**src/sv/node_presence_registry_defines.svh**
```systemverilog
// Assertion macros shared by the node presence registry RTL.
// Users must have clk and rst_n in scope; no other dependencies.
`ifndef NODE_PRESENCE_REGISTRY_DEFINES_SVH
`define NODE_PRESENCE_REGISTRY_DEFINES_SVH

// Same-cycle implication, checked outside reset.
`define NPR_ASSERT_NOW(name, pre, post, msg) \
    name: assert property (@(posedge clk) disable iff (!rst_n) (pre) |-> (post)) \
        else $error(msg);

// Next-cycle implication, checked outside reset.
`define NPR_ASSERT_NEXT(name, pre, post, msg) \
    name: assert property (@(posedge clk) disable iff (!rst_n) (pre) |=> (post)) \
        else $error(msg);

`endif

```
**src/sv/npr_pkg.sv**
```systemverilog
// Shared types and constants of the node presence registry.
// No dependencies; imported by every RTL module of the block.
`timescale 1ns / 1ps

package npr_pkg;

    localparam int ENTRIES    = 16;
    localparam int IDX_W      = $clog2(ENTRIES);
    localparam int NODE_W     = 16;
    localparam int SRC_W      = 8;
    localparam int AGE_W      = 16;
    localparam int SUM_W      = 24;
    localparam int CNT_W      = 5;
    localparam int IDENT_W    = 29;
    localparam int CFG_IDX_W  = 2;
    localparam int CFG_DATA_W = 29;

    localparam logic [AGE_W-1:0] AGE_MAX = '1;

    // Register indexes of the configuration port
    typedef enum logic [CFG_IDX_W-1:0] {
        REG_BASE_SOURCE = 2'd0,
        REG_LIVE_LIMIT  = 2'd1,
        REG_LOWEST_ID   = 2'd2,
        REG_ANNOUNCE_ID = 2'd3
    } npr_reg_t;

    typedef struct packed {
        logic [SRC_W-1:0]   base_source;
        logic [AGE_W-1:0]   live_limit;
        logic [NODE_W-1:0]  lowest_id;
        logic [IDENT_W-1:0] announce_id;
    } npr_cfg_t;

    // Controller to datapath
    typedef struct packed {
        logic age;
        logic load;
        logic scan;
        logic commit;
    } npr_cmd_t;

    // Datapath to controller
    typedef struct packed {
        logic is_tick;
        logic frame_hit;
        logic scan_last;
    } npr_status_t;

endpackage

```
**src/sv/npr_cfg_regs.sv**
```systemverilog
// Configuration register file of the node presence registry.
// Depends on npr_pkg.
`timescale 1ns / 1ps

module npr_cfg_regs (
    input  logic                          clk,
    input  logic                          rst_n,
    input  logic                          cfg_we,
    input  logic [npr_pkg::CFG_IDX_W-1:0]  cfg_index,
    input  logic [npr_pkg::CFG_DATA_W-1:0] cfg_wdata,
    output npr_pkg::npr_cfg_t             cfg
);
    import npr_pkg::*;

    logic [SRC_W-1:0]   base_source_reg;
    logic [AGE_W-1:0]   live_limit_reg;
    logic [NODE_W-1:0]  lowest_id_reg;
    logic [IDENT_W-1:0] announce_id_reg;

    always_ff @(posedge clk or negedge rst_n)
    begin
        if (!rst_n)
        begin
            base_source_reg <= SRC_W'(10);
            live_limit_reg  <= AGE_W'(6);
            lowest_id_reg   <= NODE_W'(1000);
            announce_id_reg <= IDENT_W'(921);
        end
        else if (cfg_we)
        begin
            case (cfg_index)
                REG_BASE_SOURCE: base_source_reg <= cfg_wdata[SRC_W-1:0];
                REG_LIVE_LIMIT:  live_limit_reg  <= cfg_wdata[AGE_W-1:0];
                REG_LOWEST_ID:   lowest_id_reg   <= cfg_wdata[NODE_W-1:0];
                REG_ANNOUNCE_ID: announce_id_reg <= cfg_wdata[IDENT_W-1:0];
                default: ;
            endcase
        end
    end

    assign cfg.base_source = base_source_reg;
    assign cfg.live_limit  = live_limit_reg;
    assign cfg.lowest_id   = lowest_id_reg;
    assign cfg.announce_id = announce_id_reg;

endmodule

```
**src/sv/npr_ctrl.sv**
```systemverilog
// Sequencer of the node presence registry: accept, scan, commit.
// Depends on npr_pkg.
`timescale 1ns / 1ps

module npr_ctrl (
    input  logic                 clk,
    input  logic                 rst_n,
    input  logic                 start,
    input  npr_pkg::npr_status_t st,
    output npr_pkg::npr_cmd_t    cmd_out,
    output logic                 busy
);
    import npr_pkg::*;

    typedef enum logic [2:0] {
        S_IDLE = 3'b001,
        S_SCAN = 3'b010,
        S_DONE = 3'b100
    } npr_state_t;

    npr_state_t state_reg;
    npr_state_t state_next;

    always_ff @(posedge clk or negedge rst_n)
    begin
        if (!rst_n)
            state_reg <= S_IDLE;
        else
            state_reg <= state_next;
    end

    always_comb
    begin
        state_next = state_reg;
        cmd_out    = '0;
        case (state_reg)
            S_IDLE:
            begin
                if (start)
                begin
                    if (st.is_tick)
                        cmd_out.age = 1'b1;
                    else if (st.frame_hit)
                    begin
                        cmd_out.load = 1'b1;
                        state_next   = S_SCAN;
                    end
                end
            end
            S_SCAN:
            begin
                cmd_out.scan = 1'b1;
                if (st.scan_last)
                    state_next = S_DONE;
            end
            S_DONE:
            begin
                cmd_out.commit = 1'b1;
                state_next     = S_IDLE;
            end
            default: state_next = S_IDLE;
        endcase
    end

    assign busy = (state_reg != S_IDLE);

endmodule

```
**src/sv/npr_datapath.sv**
```systemverilog
// Entry table, scan accumulators and result registers of the registry.
// Depends on npr_pkg; driven by npr_ctrl.
`timescale 1ns / 1ps

module npr_datapath (
    input  logic                            clk,
    input  logic                            rst_n,
    input  npr_pkg::npr_cfg_t               cfg,
    input  npr_pkg::npr_cmd_t               cmd_in,
    output npr_pkg::npr_status_t            st,
    input  logic                            cmd,
    input  logic [npr_pkg::IDENT_W-1:0]     frame_ident,
    input  logic [7:0]                      data_low,
    input  logic [7:0]                      data_high,
    output logic                            done,
    output logic [npr_pkg::NODE_W-1:0]      node_id,
    output logic [npr_pkg::SUM_W-1:0]       live_id_sum,
    output logic [npr_pkg::CNT_W-1:0]       live_count,
    output logic [npr_pkg::SRC_W-1:0]       assigned_source
);
    import npr_pkg::*;

    // Entry table
    logic [NODE_W-1:0] node_reg  [ENTRIES];
    logic [SRC_W-1:0]  src_reg   [ENTRIES];
    logic [AGE_W-1:0]  age_reg   [ENTRIES];
    logic              valid_reg [ENTRIES];
    logic [IDX_W-1:0]  next_slot_reg;

    // Scan state
    logic [NODE_W-1:0] id_reg;
    logic [IDX_W-1:0]  scan_idx_reg;
    logic [SUM_W-1:0]  sum_reg;
    logic [CNT_W-1:0]  cnt_reg;
    logic              found_reg;
    logic [IDX_W-1:0]  match_idx_reg;
    logic              match_live_reg;
    logic              slot_live_reg;
    logic [NODE_W-1:0] slot_node_reg;

    // Result
    logic              done_reg;
    logic [NODE_W-1:0] out_id_reg;
    logic [SUM_W-1:0]  out_sum_reg;
    logic [CNT_W-1:0]  out_cnt_reg;
    logic [SRC_W-1:0]  out_src_reg;

    logic [NODE_W-1:0] in_id;
    logic [NODE_W-1:0] rd_node;
    logic              rd_valid;
    logic              rd_live;
    logic              rd_match;
    logic [IDX_W-1:0]  target;
    logic              id_live;
    logic              old_live;
    logic [NODE_W-1:0] old_node;
    logic [SUM_W-1:0]  fin_sum;
    logic [CNT_W-1:0]  fin_cnt;
    logic [SRC_W-1:0]  fin_src;
    logic [IDX_W-1:0]  slot_inc;

    assign in_id = {data_high, data_low};

    assign st.is_tick   = cmd;
    assign st.frame_hit = (frame_ident == cfg.announce_id) && (in_id >= cfg.lowest_id);
    assign st.scan_last = (scan_idx_reg == IDX_W'(ENTRIES - 1));

    assign rd_node  = node_reg[scan_idx_reg];
    assign rd_valid = valid_reg[scan_idx_reg];
    assign rd_live  = rd_valid && (age_reg[scan_idx_reg] < cfg.live_limit);
    assign rd_match = rd_valid && (rd_node == id_reg);

    // Totals after the update: take out the entry being replaced or refreshed,
    // then add the new id back with age zero (live unless the limit is zero).
    assign target   = found_reg ? match_idx_reg : next_slot_reg;
    assign id_live  = (cfg.live_limit != '0);
    assign old_live = found_reg ? match_live_reg : slot_live_reg;
    assign old_node = found_reg ? id_reg : slot_node_reg;
    assign fin_sum  = sum_reg - (old_live ? SUM_W'(old_node) : '0)
                              + (id_live ? SUM_W'(id_reg) : '0);
    assign fin_cnt  = cnt_reg - (old_live ? CNT_W'(1) : '0)
                              + (id_live ? CNT_W'(1) : '0);
    assign fin_src  = found_reg ? src_reg[match_idx_reg]
                                : cfg.base_source + SRC_W'(next_slot_reg);
    assign slot_inc = (next_slot_reg == IDX_W'(ENTRIES - 1)) ? '0 : next_slot_reg + 1'b1;

    // Control-side registers
    always_ff @(posedge clk or negedge rst_n)
    begin
        if (!rst_n)
        begin
            for (int i = 0; i < ENTRIES; i++)
                valid_reg[i] <= 1'b0;
            next_slot_reg <= '0;
            scan_idx_reg  <= '0;
            found_reg     <= 1'b0;
            done_reg      <= 1'b0;
        end
        else
        begin
            done_reg <= cmd_in.commit;
            if (cmd_in.load)
            begin
                scan_idx_reg <= '0;
                found_reg    <= 1'b0;
            end
            else if (cmd_in.scan)
            begin
                scan_idx_reg <= scan_idx_reg + 1'b1;
                if (rd_match)
                    found_reg <= 1'b1;
            end
            if (cmd_in.commit && !found_reg)
            begin
                valid_reg[next_slot_reg] <= 1'b1;
                next_slot_reg            <= slot_inc;
            end
        end
    end

    // Payload registers
    always_ff @(posedge clk)
    begin
        if (cmd_in.age)
        begin
            for (int i = 0; i < ENTRIES; i++)
                if (age_reg[i] != AGE_MAX)
                    age_reg[i] <= age_reg[i] + 1'b1;
        end
        if (cmd_in.load)
        begin
            id_reg  <= in_id;
            sum_reg <= '0;
            cnt_reg <= '0;
        end
        if (cmd_in.scan)
        begin
            if (rd_live)
            begin
                sum_reg <= sum_reg + SUM_W'(rd_node);
                cnt_reg <= cnt_reg + 1'b1;
            end
            // keep the lowest matching index only
            if (rd_match && !found_reg)
            begin
                match_idx_reg  <= scan_idx_reg;
                match_live_reg <= rd_live;
            end
            if (scan_idx_reg == next_slot_reg)
            begin
                slot_live_reg <= rd_live;
                slot_node_reg <= rd_node;
            end
        end
        if (cmd_in.commit)
        begin
            age_reg[target] <= '0;
            if (!found_reg)
            begin
                node_reg[target] <= id_reg;
                src_reg[target]  <= fin_src;
            end
            out_id_reg  <= id_reg;
            out_sum_reg <= fin_sum;
            out_cnt_reg <= fin_cnt;
            out_src_reg <= fin_src;
        end
    end

    assign done            = done_reg;
    assign node_id         = out_id_reg;
    assign live_id_sum     = out_sum_reg;
    assign live_count      = out_cnt_reg;
    assign assigned_source = out_src_reg;

endmodule

```
**src/sv/node_presence_registry.sv**
```systemverilog
// Top level of the node presence registry: config, sequencer and datapath.
// Depends on npr_pkg, npr_cfg_regs, npr_ctrl, npr_datapath and the defines header.
`timescale 1ns / 1ps
`include "node_presence_registry_defines.svh"

// Usage
//   Requests: drive cmd, frame_ident, data_low and data_high with start high;
//   the request is taken at a clock edge where start is high and busy is low.
//   A tick (cmd high) ages every entry at that edge and leaves busy low, so
//   ticks can come every cycle. A frame with another identifier or an id
//   below the minimum is dropped at that edge, also without busy.
//   An announcement raises busy: one pass over the table through a single
//   read port (one entry a cycle) gathers the match and the live totals,
//   then the commit state writes the update. done pulses for one cycle
//   right as busy falls, with node_id, live_id_sum, live_count and
//   assigned_source valid in that cycle and held until the next result.
//   The receiver cannot stall: take each result in its done cycle.
//   Configuration: write with cfg_we, cfg_index and cfg_wdata, only while
//   busy is low. Reset clears the table and the slot pointer at once and
//   loads the default register values; no clearing pass is needed.
module node_presence_registry (
    input  logic                            clk,
    input  logic                            rst_n,
    input  logic                            cfg_we,
    input  logic [npr_pkg::CFG_IDX_W-1:0]   cfg_index,
    input  logic [npr_pkg::CFG_DATA_W-1:0]  cfg_wdata,
    input  logic                            start,
    output logic                            busy,
    input  logic                            cmd,
    input  logic [npr_pkg::IDENT_W-1:0]     frame_ident,
    input  logic [7:0]                      data_low,
    input  logic [7:0]                      data_high,
    output logic                            done,
    output logic [npr_pkg::NODE_W-1:0]      node_id,
    output logic [npr_pkg::SUM_W-1:0]       live_id_sum,
    output logic [npr_pkg::CNT_W-1:0]       live_count,
    output logic [npr_pkg::SRC_W-1:0]       assigned_source
);
    import npr_pkg::*;

    npr_cfg_t    cfg;
    npr_cmd_t    dp_cmd;
    npr_status_t dp_st;

    npr_cfg_regs u_cfg (
        .clk       (clk),
        .rst_n     (rst_n),
        .cfg_we    (cfg_we),
        .cfg_index (cfg_index),
        .cfg_wdata (cfg_wdata),
        .cfg       (cfg)
    );

    npr_ctrl u_ctrl (
        .clk     (clk),
        .rst_n   (rst_n),
        .start   (start),
        .st      (dp_st),
        .cmd_out (dp_cmd),
        .busy    (busy)
    );

    npr_datapath u_dp (
        .clk             (clk),
        .rst_n           (rst_n),
        .cfg             (cfg),
        .cmd_in          (dp_cmd),
        .st              (dp_st),
        .cmd             (cmd),
        .frame_ident     (frame_ident),
        .data_low        (data_low),
        .data_high       (data_high),
        .done            (done),
        .node_id         (node_id),
        .live_id_sum     (live_id_sum),
        .live_count      (live_count),
        .assigned_source (assigned_source)
    );

    `NPR_ASSERT_NOW(a_done_after_busy, done, !busy && $past(busy), "done without a finished scan")
    `NPR_ASSERT_NEXT(a_tick_stays_idle, start && !busy && cmd, !busy && !done, "tick made the block busy")
    `NPR_ASSERT_NEXT(a_hit_goes_busy, start && !busy && !cmd && dp_st.frame_hit, busy, "announcement not taken")
    `NPR_ASSERT_NOW(a_count_bound, done, live_count <= CNT_W'(ENTRIES), "live count exceeds table size")

endmodule
```
**config.mk**
```make
export PLATFORM = sky130hd
export DESIGN_NAME = node_presence_registry
export DESIGN_NICKNAME = d
export VERILOG_FILES = /design/src/sv/npr_pkg.sv /design/src/sv/npr_cfg_regs.sv /design/src/sv/npr_ctrl.sv /design/src/sv/npr_datapath.sv /design/src/sv/node_presence_registry.sv
export VERILOG_INCLUDE_DIRS = /design/src /design/src/sv
export SDC_FILE = /design/constraint.sdc
export NUM_CORES = 1
export LEC_CHECK = 0
export ABC_AREA = 1
export BUFFER_PORTS_ARGS = -buffer_cell sky130_fd_sc_hd__buf_2
export CORE_UTILIZATION = 60
export DETAILED_ROUTE_END_ITERATION = 10
export GPL_ROUTABILITY_DRIVEN = 0
export PLACE_DENSITY = 0.73
export SYNTH_ARGS = -nofsm -noshare
export SYNTH_HDL_FRONTEND = slang
export SYNTH_SLANG_ARGS = --single-unit
```
**constraint.sdc**
```tcl
create_clock -name clk -period 6.64 [get_ports clk]
set_input_delay 0.996 -clock clk [delete_from_list [all_inputs] [get_ports clk]]
set_output_delay 0.996 -clock clk [all_outputs]
set_load 0.05 [all_outputs]
```
==> flow_metrics.py, run 1 <==
metrics = {
    "outcome": {
        "status": "complete, no violations",
    },
    "pwr": {
        "clkPwrFrac_pct": 41.4,
        "power_mw": 12.98,
        "power_density_nw_per_um2": 275.8,
        "vdd_drop_max_v": 0.0002307,
        "sequentialPowerShare_pct": 49.0,
        "combPwrFrac_pct": 9.6,
        "p_leak_nw": 18.44,
        "switchingPower_mw": 3.393,
        "swShare_pct": 26.14,
        "p_int_mw": 9.587,
    },
    "worst_setup_path": {
        "cp.arrival_ns": 5.59,
        "slowest_delay_ns": 0.88,
        "worst-path-max-fanout": 79,
        "crit_path_top_delay_cell": "dfrtp_4",
        "endpoint_kind": "register",
        "cp_cell_sequence": "inv_4, a21oi_1, o21ai_0, a21oi_1, a311o_1, ha_1, nand4_1, inv_1, nand2_1, o2111a_1, nand3_2, o21ai_0",
        "cp.required_ns": 7.19,
        "crit_path_start_kind": "register",
        "setup.worst_path.class": "register to register",
    },
    "logic_synthesis": {
        "synthCells": 4844,
        "syn-cell-area_um2": 42420,
        "ys_seq_elements": 862,
        "syn_area_per_cell_um2": 8.757,
        "synth_flop_cell": "edfxtp_1",
        "syn_nets": 5054,
        "ys_async_sr_fraction_pct": 11.37,
        "yosysSeqAreaShare_pct": 53.09,
        "yosysWarnings": 0,
        "synth.distinct_cells": 65,
        "synth_edf_count": 475,
    },
    "clock_tree": {
        "path_clk_slew_ns": 0.06,
        "cts_buffer_depth": 3,
        "cts-resized-gates": 0,
        "root_buffer": "clkbuf_16",
        "cts_tree": "yes",
        "clk_latency_ns": 0.66,
        "cts_buffers": 89,
        "h-tree-depth": 3,
        "post-cts-setup-buffers": 0,
        "clock-sinks": 862,
        "hold_buffers": 0,
    },
    "sta": {
        "finalCriticalPeriod_ns": 5.041,
        "rsz0062_at_grt": "false",
        "timing_hold_violations_final": 0,
        "fmax_mhz": 198.4,
        "post-route-period-util_pct": 75.91,
        "tns_ns": 0,
        "fin_worst_skew_ns": 0.02257,
        "slew_viol_final": 0,
        "worst_pin_slew_ns": 1.275,
        "relSlewSlack_pct": 14.81,
        "finalSetupViolations": 0,
        "worst_hold_slack_ns": 0.4119,
    },
    "final_layout": {
        "final_util_pct": 67.21,
        "area_growth_pct": 10.95,
        "diodes": 0,
        "finish.net_count": 5141,
        "drive_above_1_share_pct": 8.886,
        "final_design_area_no_fill_um2": 47070,
        "fillers": 5675,
    },
    "floorplan": {
        "rows": 97,
        "fp.dieW_um": 267.9,
        "fp.dieArea_um2": 71770,
        "core_region_area_um2": 70030,
        "start_util_pct": 60.58,
        "num_io_pins": 136,
        "die_y_um": 267.9,
    },
    "placement": {
        "post_dp_cell_area_um2": 43900,
        "port_buffers": 135,
        "place_hpwl_um": 78970,
    },
    "route": {
        "avgViaCountPerCell": 5.871,
        "wl_per_cell_um": 19.98,
        "drtAntennaViolNets": 0,
        "vias": 34920,
        "remaining_drc_errors": 0,
        "dr.pass1.iters": 6,
        "drt_iter0_markers": 4502,
        "wl_um": 118900,
    },
    "run": {
        "drv_cap": 0,
    },
    "grt": {
        "grt_max_degree": 148,
        "grt_pass1_wl_um": 181500,
        "first_global_vias": 32360,
        "antenna_found_initial": 5,
        "grt_usage_pct": 33.02,
        "grt.overflow.total": 0,
    },
    "worst_hold_path": {
        "hold_class": "primary input to async pin",
    },
}
-- per-layer routing --
metal / wire length [um] / vias up / track usage, % / share of wire [%]
met5: 13 / - / 0 / 0.011
met4: 4158 / 2 / 11.85 / 3.5
met2: 53550 / 1592 / 52.18 / 45
li1: - / 16680 / - / -
met3: 11770 / 243 / 5.370 / 9.9
met1: 49370 / 16410 / 46.13 / 42
-- worst max-delay path, delay by kind of cell (launching register included) --
kind,cells,cell delay [ns]
buffers and inverters,2,0.58
AOI/OAI and AO/OA,6,2.12
and+or+nand+nor,3,0.99
adders and majority gates,1,0.28
DFF,1,0.88
-- stage by stage --
| stage | setup slack (ns) | std cells |
|---|---|---|
| 6_report | 1.599 | 5948 |
| 5_1_grt | 1.193 | 5948 |
| 4_1_cts | 1.699 | 5948 |
| 3_5_place_dp | 1.697 | 5780 |
| 3_3_place_gp | 1.846 | 5780 |
| 2_1_floorplan | 1.381 | 4844 |
-- power groups by stage --
| stage | clock network [mW] | logic (mW) | registers [mW] |
|---|---|---|---|
| 2_1_floorplan | 0 | 0.906 | 6.33 |
| 3_3_place_gp | 0 | 1.19 | 6.44 |
| 3_5_place_dp | 0 | 1.22 | 6.44 |
| 4_1_cts | 5.41 | 1.23 | 6.34 |
| 5_1_grt | 5.63 | 1.42 | 6.40 |
| 6_report | 5.38 | 1.25 | 6.36 |
-- cells in the final DEF (no fill, tap or decap), drive strengths merged, types with 30 or more instances in the layout --
cell type / Yosys / routed
clkbuf: 115 / 112
a21oi: 367 / 367
nand2: 749 / 749
nor2: 569 / 569
o21ai: 584 / 584
buf: 60 / 171
nand4: 67 / 67
inv: 592 / 597
nor3: 144 / 144
dfxtp: 289 / 289
xor2: 54 / 54
o221ai: 30 / 30
dfrtp: 81 / 81
nor4: 40 / 40
nand3: 247 / 247
ha: 110 / 110
xnor2: 46 / 46
clkinv: 2 / 35
edfxtp: 475 / 475
-- cell type report --
type                       instances  area, um2  share of cell area, %
clock inverter                    56      693.2                  1.473
sequential                       862      22530                  47.88
inverter                         594       2237                  4.753
tap                              940       1176                  2.499
multi-input combinational       3213      16990                  36.09
timing repair buffer             171      973.4                  2.068
clock buffer                     112       2465                  5.237
-- final timing paths --
| kind | from | endpoint | slack [ns] | depth (start not counted) |
|---|---|---|---|---|
| min | rst_n | u_cfg.announce_id_reg[27]$_DFFE_PN0P_ | 0.41 | 1 |
| max in group asynchronous | rst_n | u_dp.scan_idx_reg[1]$_DFFE_PN0P_ | 5.09 | 2 |
| min in group clk | u_dp.valid_reg[6]$_DFFE_PN0P_ | u_dp.valid_reg[6]$_DFFE_PN0P_ | 0.45 | 2 |
| max | u_dp.scan_idx_reg[1]$_DFFE_PN0P_ | u_dp.cnt_reg[4]$_DFF_P_ | 1.60 | 12 |
| min reg2reg | u_dp.valid_reg[6]$_DFFE_PN0P_ | u_dp.valid_reg[6]$_DFFE_PN0P_ | 0.45 | 2 |
| max reg2reg | u_dp.scan_idx_reg[1]$_DFFE_PN0P_ | u_dp.cnt_reg[4]$_DFF_P_ | 1.60 | 12 |
-- cell usage after synthesis, types with 11 or more instances --
library cell | count | share of area, %
edfxtp_1 | 475 | 34
fa_1 | 19 | 0.90
nor3b_1 | 21 | 0.37
xnor2_1 | 46 | 0.95
o21a_1 | 29 | 0.51
or2_2 | 11 | 0.16
ha_1 | 110 | 3.2
nor4_1 | 34 | 0.50
dfxtp_1 | 289 | 14
nor3_1 | 135 | 1.6
nand3_1 | 244 | 2.9
dfstp_2 | 17 | 1.1
nand2_1 | 741 | 6.6
nand4_1 | 66 | 0.97
clkbuf_1 | 115 | 1.0
nor2_1 | 557 | 4.9
a21oi_1 | 366 | 4.3
o21ai_0 | 570 | 6.7
a31oi_1 | 12 | 0.18
inv_1 | 581 | 5.1
a311o_1 | 12 | 0.28
o211ai_1 | 20 | 0.35
xor2_1 | 54 | 1.1
o21ai_1 | 13 | 0.15
buf_1 | 11 | 0.097
mux2_2 | 12 | 0.32
buf_2 | 34 | 0.40
o221ai_1 | 30 | 0.62
o22ai_1 | 13 | 0.19
dfrtp_1 | 81 | 4.8
-- logic make-up (layout without fill, tap and decap cells) --
kind of cell	count (synthesis)	after routing	synth area share (%)
flops	862	862	53.09
fa+ha+maj	129	129	4.141
mux	12	12	0.3185
xor+xnor	100	100	2.065
buf+inv	769	933	7.129
simple gates	1860	1860	18.99
compound gates	1112	1112	14.26
(Power assumes the default switching activity.)
==> run 2, diff against run 1 <==
- CORE_UTILIZATION: 60 -> 57
- clock period: 6.64 -> 4.1 ns (I/O delays scaled with it)
==> flow_metrics.py, run 2 (synthesis gave the netlist of run 1 again) <==
metrics = {
    "pwr": {
        "p_int_mw": 15.06,
        "switchingPower_mw": 5.331,
        "swShare_pct": 26.15,
        "vdd_drop_max_v": 0.0003656,
        "clkPwrFrac_pct": 39.8,
        "combPwrFrac_pct": 9.7,
        "sequentialPowerShare_pct": 50.4,
        "p_leak_nw": 18.72,
        "power_density_nw_per_um2": 428.7,
    },
    "worst_setup_path": {
        "cp.arrival_ns": 4.21,
        "endpoint_kind": "register",
        "cp.required_ns": 4.50,
        "setup.worst_path.class": "register to register",
        "cp-startpoint": "u_cfg.live_limit_reg[0]$_DFFE_PN0P_",
        "r2r-start": "u_cfg.live_limit_reg[0]$_DFFE_PN0P_",
        "worst-path-max-fanout": 13,
        "crit_path_start_kind": "register",
    },
    "floorplan": {
        "start_util_pct": 57.85,
        "die_y_um": 274.8,
        "fp.dieArea_um2": 75520,
        "fp.dieW_um": 274.8,
        "num_io_pins": 136,
        "rows": 99,
        "core_region_area_um2": 73330,
    },
    "final_layout": {
        "multi_input_comb_area_um2": 16990,
        "drive_above_1_share_pct": 9.935,
        "area_growth_pct": 12.12,
        "final_util_pct": 64.86,
        "most-common-layout-cells": "741 x nand2_1, 581 x inv_1, 562 x o21ai_0, 540 x nor2_1, 475 x edfxtp_1",
        "fillers": 5990,
        "final_common_cell": "nand2_1",
        "finish.net_count": 5212,
        "seq_area_um2": 22530,
    },
    "grt": {
        "grt.overflow.total": 0,
        "grt_pass1_wl_um": 186500,
        "grt_usage_pct": 32.06,
        "grt_max_degree": 113,
        "first_global_vias": 32890,
        "antenna_found_initial": 5,
    },
    "sta": {
        "slew_viol_final": 0,
        "worst_pin_slew_ns": 1.294,
        "worst_hold_slack_ns": 0.1655,
        "fmax_mhz": 262.3,
        "tns_ns": 0,
        "timing_hold_violations_final": 0,
        "post-route-period-util_pct": 92.97,
        "fin_worst_skew_ns": 0.02443,
        "finalCriticalPeriod_ns": 3.812,
        "finalSetupViolations": 0,
        "rsz0062_at_grt": "false",
        "relSlewSlack_pct": 13.19,
    },
    "clock_tree": {
        "path_clk_slew_ns": 0.06,
        "clock-sinks": 862,
        "cts_buffers": 87,
        "h-tree-depth": 3,
        "clk_latency_ns": 0.65,
        "cts_buffer_depth": 3,
        "root_buffer": "clkbuf_16",
        "cts_tree": "yes",
    },
    "route": {
        "avgViaCountPerCell": 5.857,
        "wl_um": 120800,
        "dr.pass1.iters": 8,
        "vias": 35350,
        "drtAntennaViolNets": 0,
        "drt_iter0_markers": 3894,
        "remaining_drc_errors": 0,
        "wl_per_cell_um": 20.02,
    },
    "outcome": {
        "status": "complete, no violations",
    },
    "placement": {
        "port_buffers": 135,
        "place_hpwl_um": 83030,
    },
    "worst_hold_path": {
        "min_from": "data_high[6]",
        "hold_class": "primary input to register",
    },
    "run": {
        "drv_cap": 0,
    },
}
-- run 2: cell types whose count changed in the layout (fill, tap and decap cells not counted), sizes merged --
cell,previous run,this run
dlygate4sd3,0,1
buf,171,243
diode,0,4
inv,597,595
clkinv,35,34
bufinv,13,8
-- run 2: worst max-delay path, stage by stage (launching register included) --
cell      delay, ns
dfrtp_1        0.39
nor2_1         0.13
nand3_1        0.10
nor4_2         0.36
buf_4          0.19
inv_1          0.18
nand2_1        0.15
fa_1           0.43
inv_1          0.07
ha_1           0.29
a21oi_1        0.15
inv_1          0.06
a31oi_2        0.23
o21ai_0        0.18
a21boi_1       0.21
o21ai_0        0.16
a21oi_1        0.22
xnor2_1        0.08
-- run 2: what timing repair did --
action                                 in CTS  in global routing
setup endpoints to repair                   0                  7
endpoints found under the hold margin       4                  0
hold buffers                                1                  0
buffers inserted                            0                  0
gates resized for setup                     0                  6
-- run 2: through the flow --
stage / power [mW] / instance area, um2 / cells / setup slack (ns)
after detailed placement: 12.38 / 44650 / 5871 / 0.003421
after floorplan: 11.72 / 42460 / 4844 / 0.03375
after global placement: 12.31 / 44650 / 5871 / 0.09517
after CTS: 20.39 / 47540 / 6032 / 0.008411
final: 20.39 / 47560 / 6036 / 0.2881
after global routing: 21.14 / 47560 / 6034 / 0.008473
-- run 2: final timing paths --
path | to | slack [ns] | depth (start not counted)
max in group asynchronous | u_cfg.base_source_reg[3]$_DFFE_PN1P_ | 2.63 | 3
setup / recovery | u_dp.live_id_sum[15]$_DFFE_PP_ | 0.29 | 17
hold / removal | u_dp.id_reg[14]$_DFFE_PP_ | 0.17 | 1
hold reg to reg | u_dp.valid_reg[14]$_DFFE_PN0P_ | 0.45 | 2
setup reg to reg | u_dp.live_id_sum[15]$_DFFE_PP_ | 0.29 | 17
min in group asynchronous | u_cfg.announce_id_reg[12]$_DFFE_PN0P_ | 0.54 | 2
-- run 2: layout make-up --
type / instances / share of cell area, %
diodes: 4 / 0.02104
clock buffers: 112 / 5.035
clock inverters: 48 / 1.023
inverters: 594 / 4.704
multi-input cells: 3213 / 35.72
flip-flops and latches: 862 / 47.37
well taps: 959 / 2.523
repair buffers: 244 / 3.599
-- run 2: routing by layer --
metal  global-route usage [%]  wire length [um]  vias up
met2                    49.32             54090     1611
met1                    44.97             50800    16690
met3                    5.403             11020      235
met4                    13.64              4918        0
li1                         -                 -    16810
met5                        0                 0        -
-- run 2: power by group through the flow --
stage	clock (mW)	combinational [mW]	sequential [mW]
floorplan	0	1.47	10.3
global placement	0	1.89	10.4
detailed placement	0	1.95	10.4
CTS	8.17	1.96	10.3
global route	8.52	2.27	10.4
finish	8.12	1.99	10.3
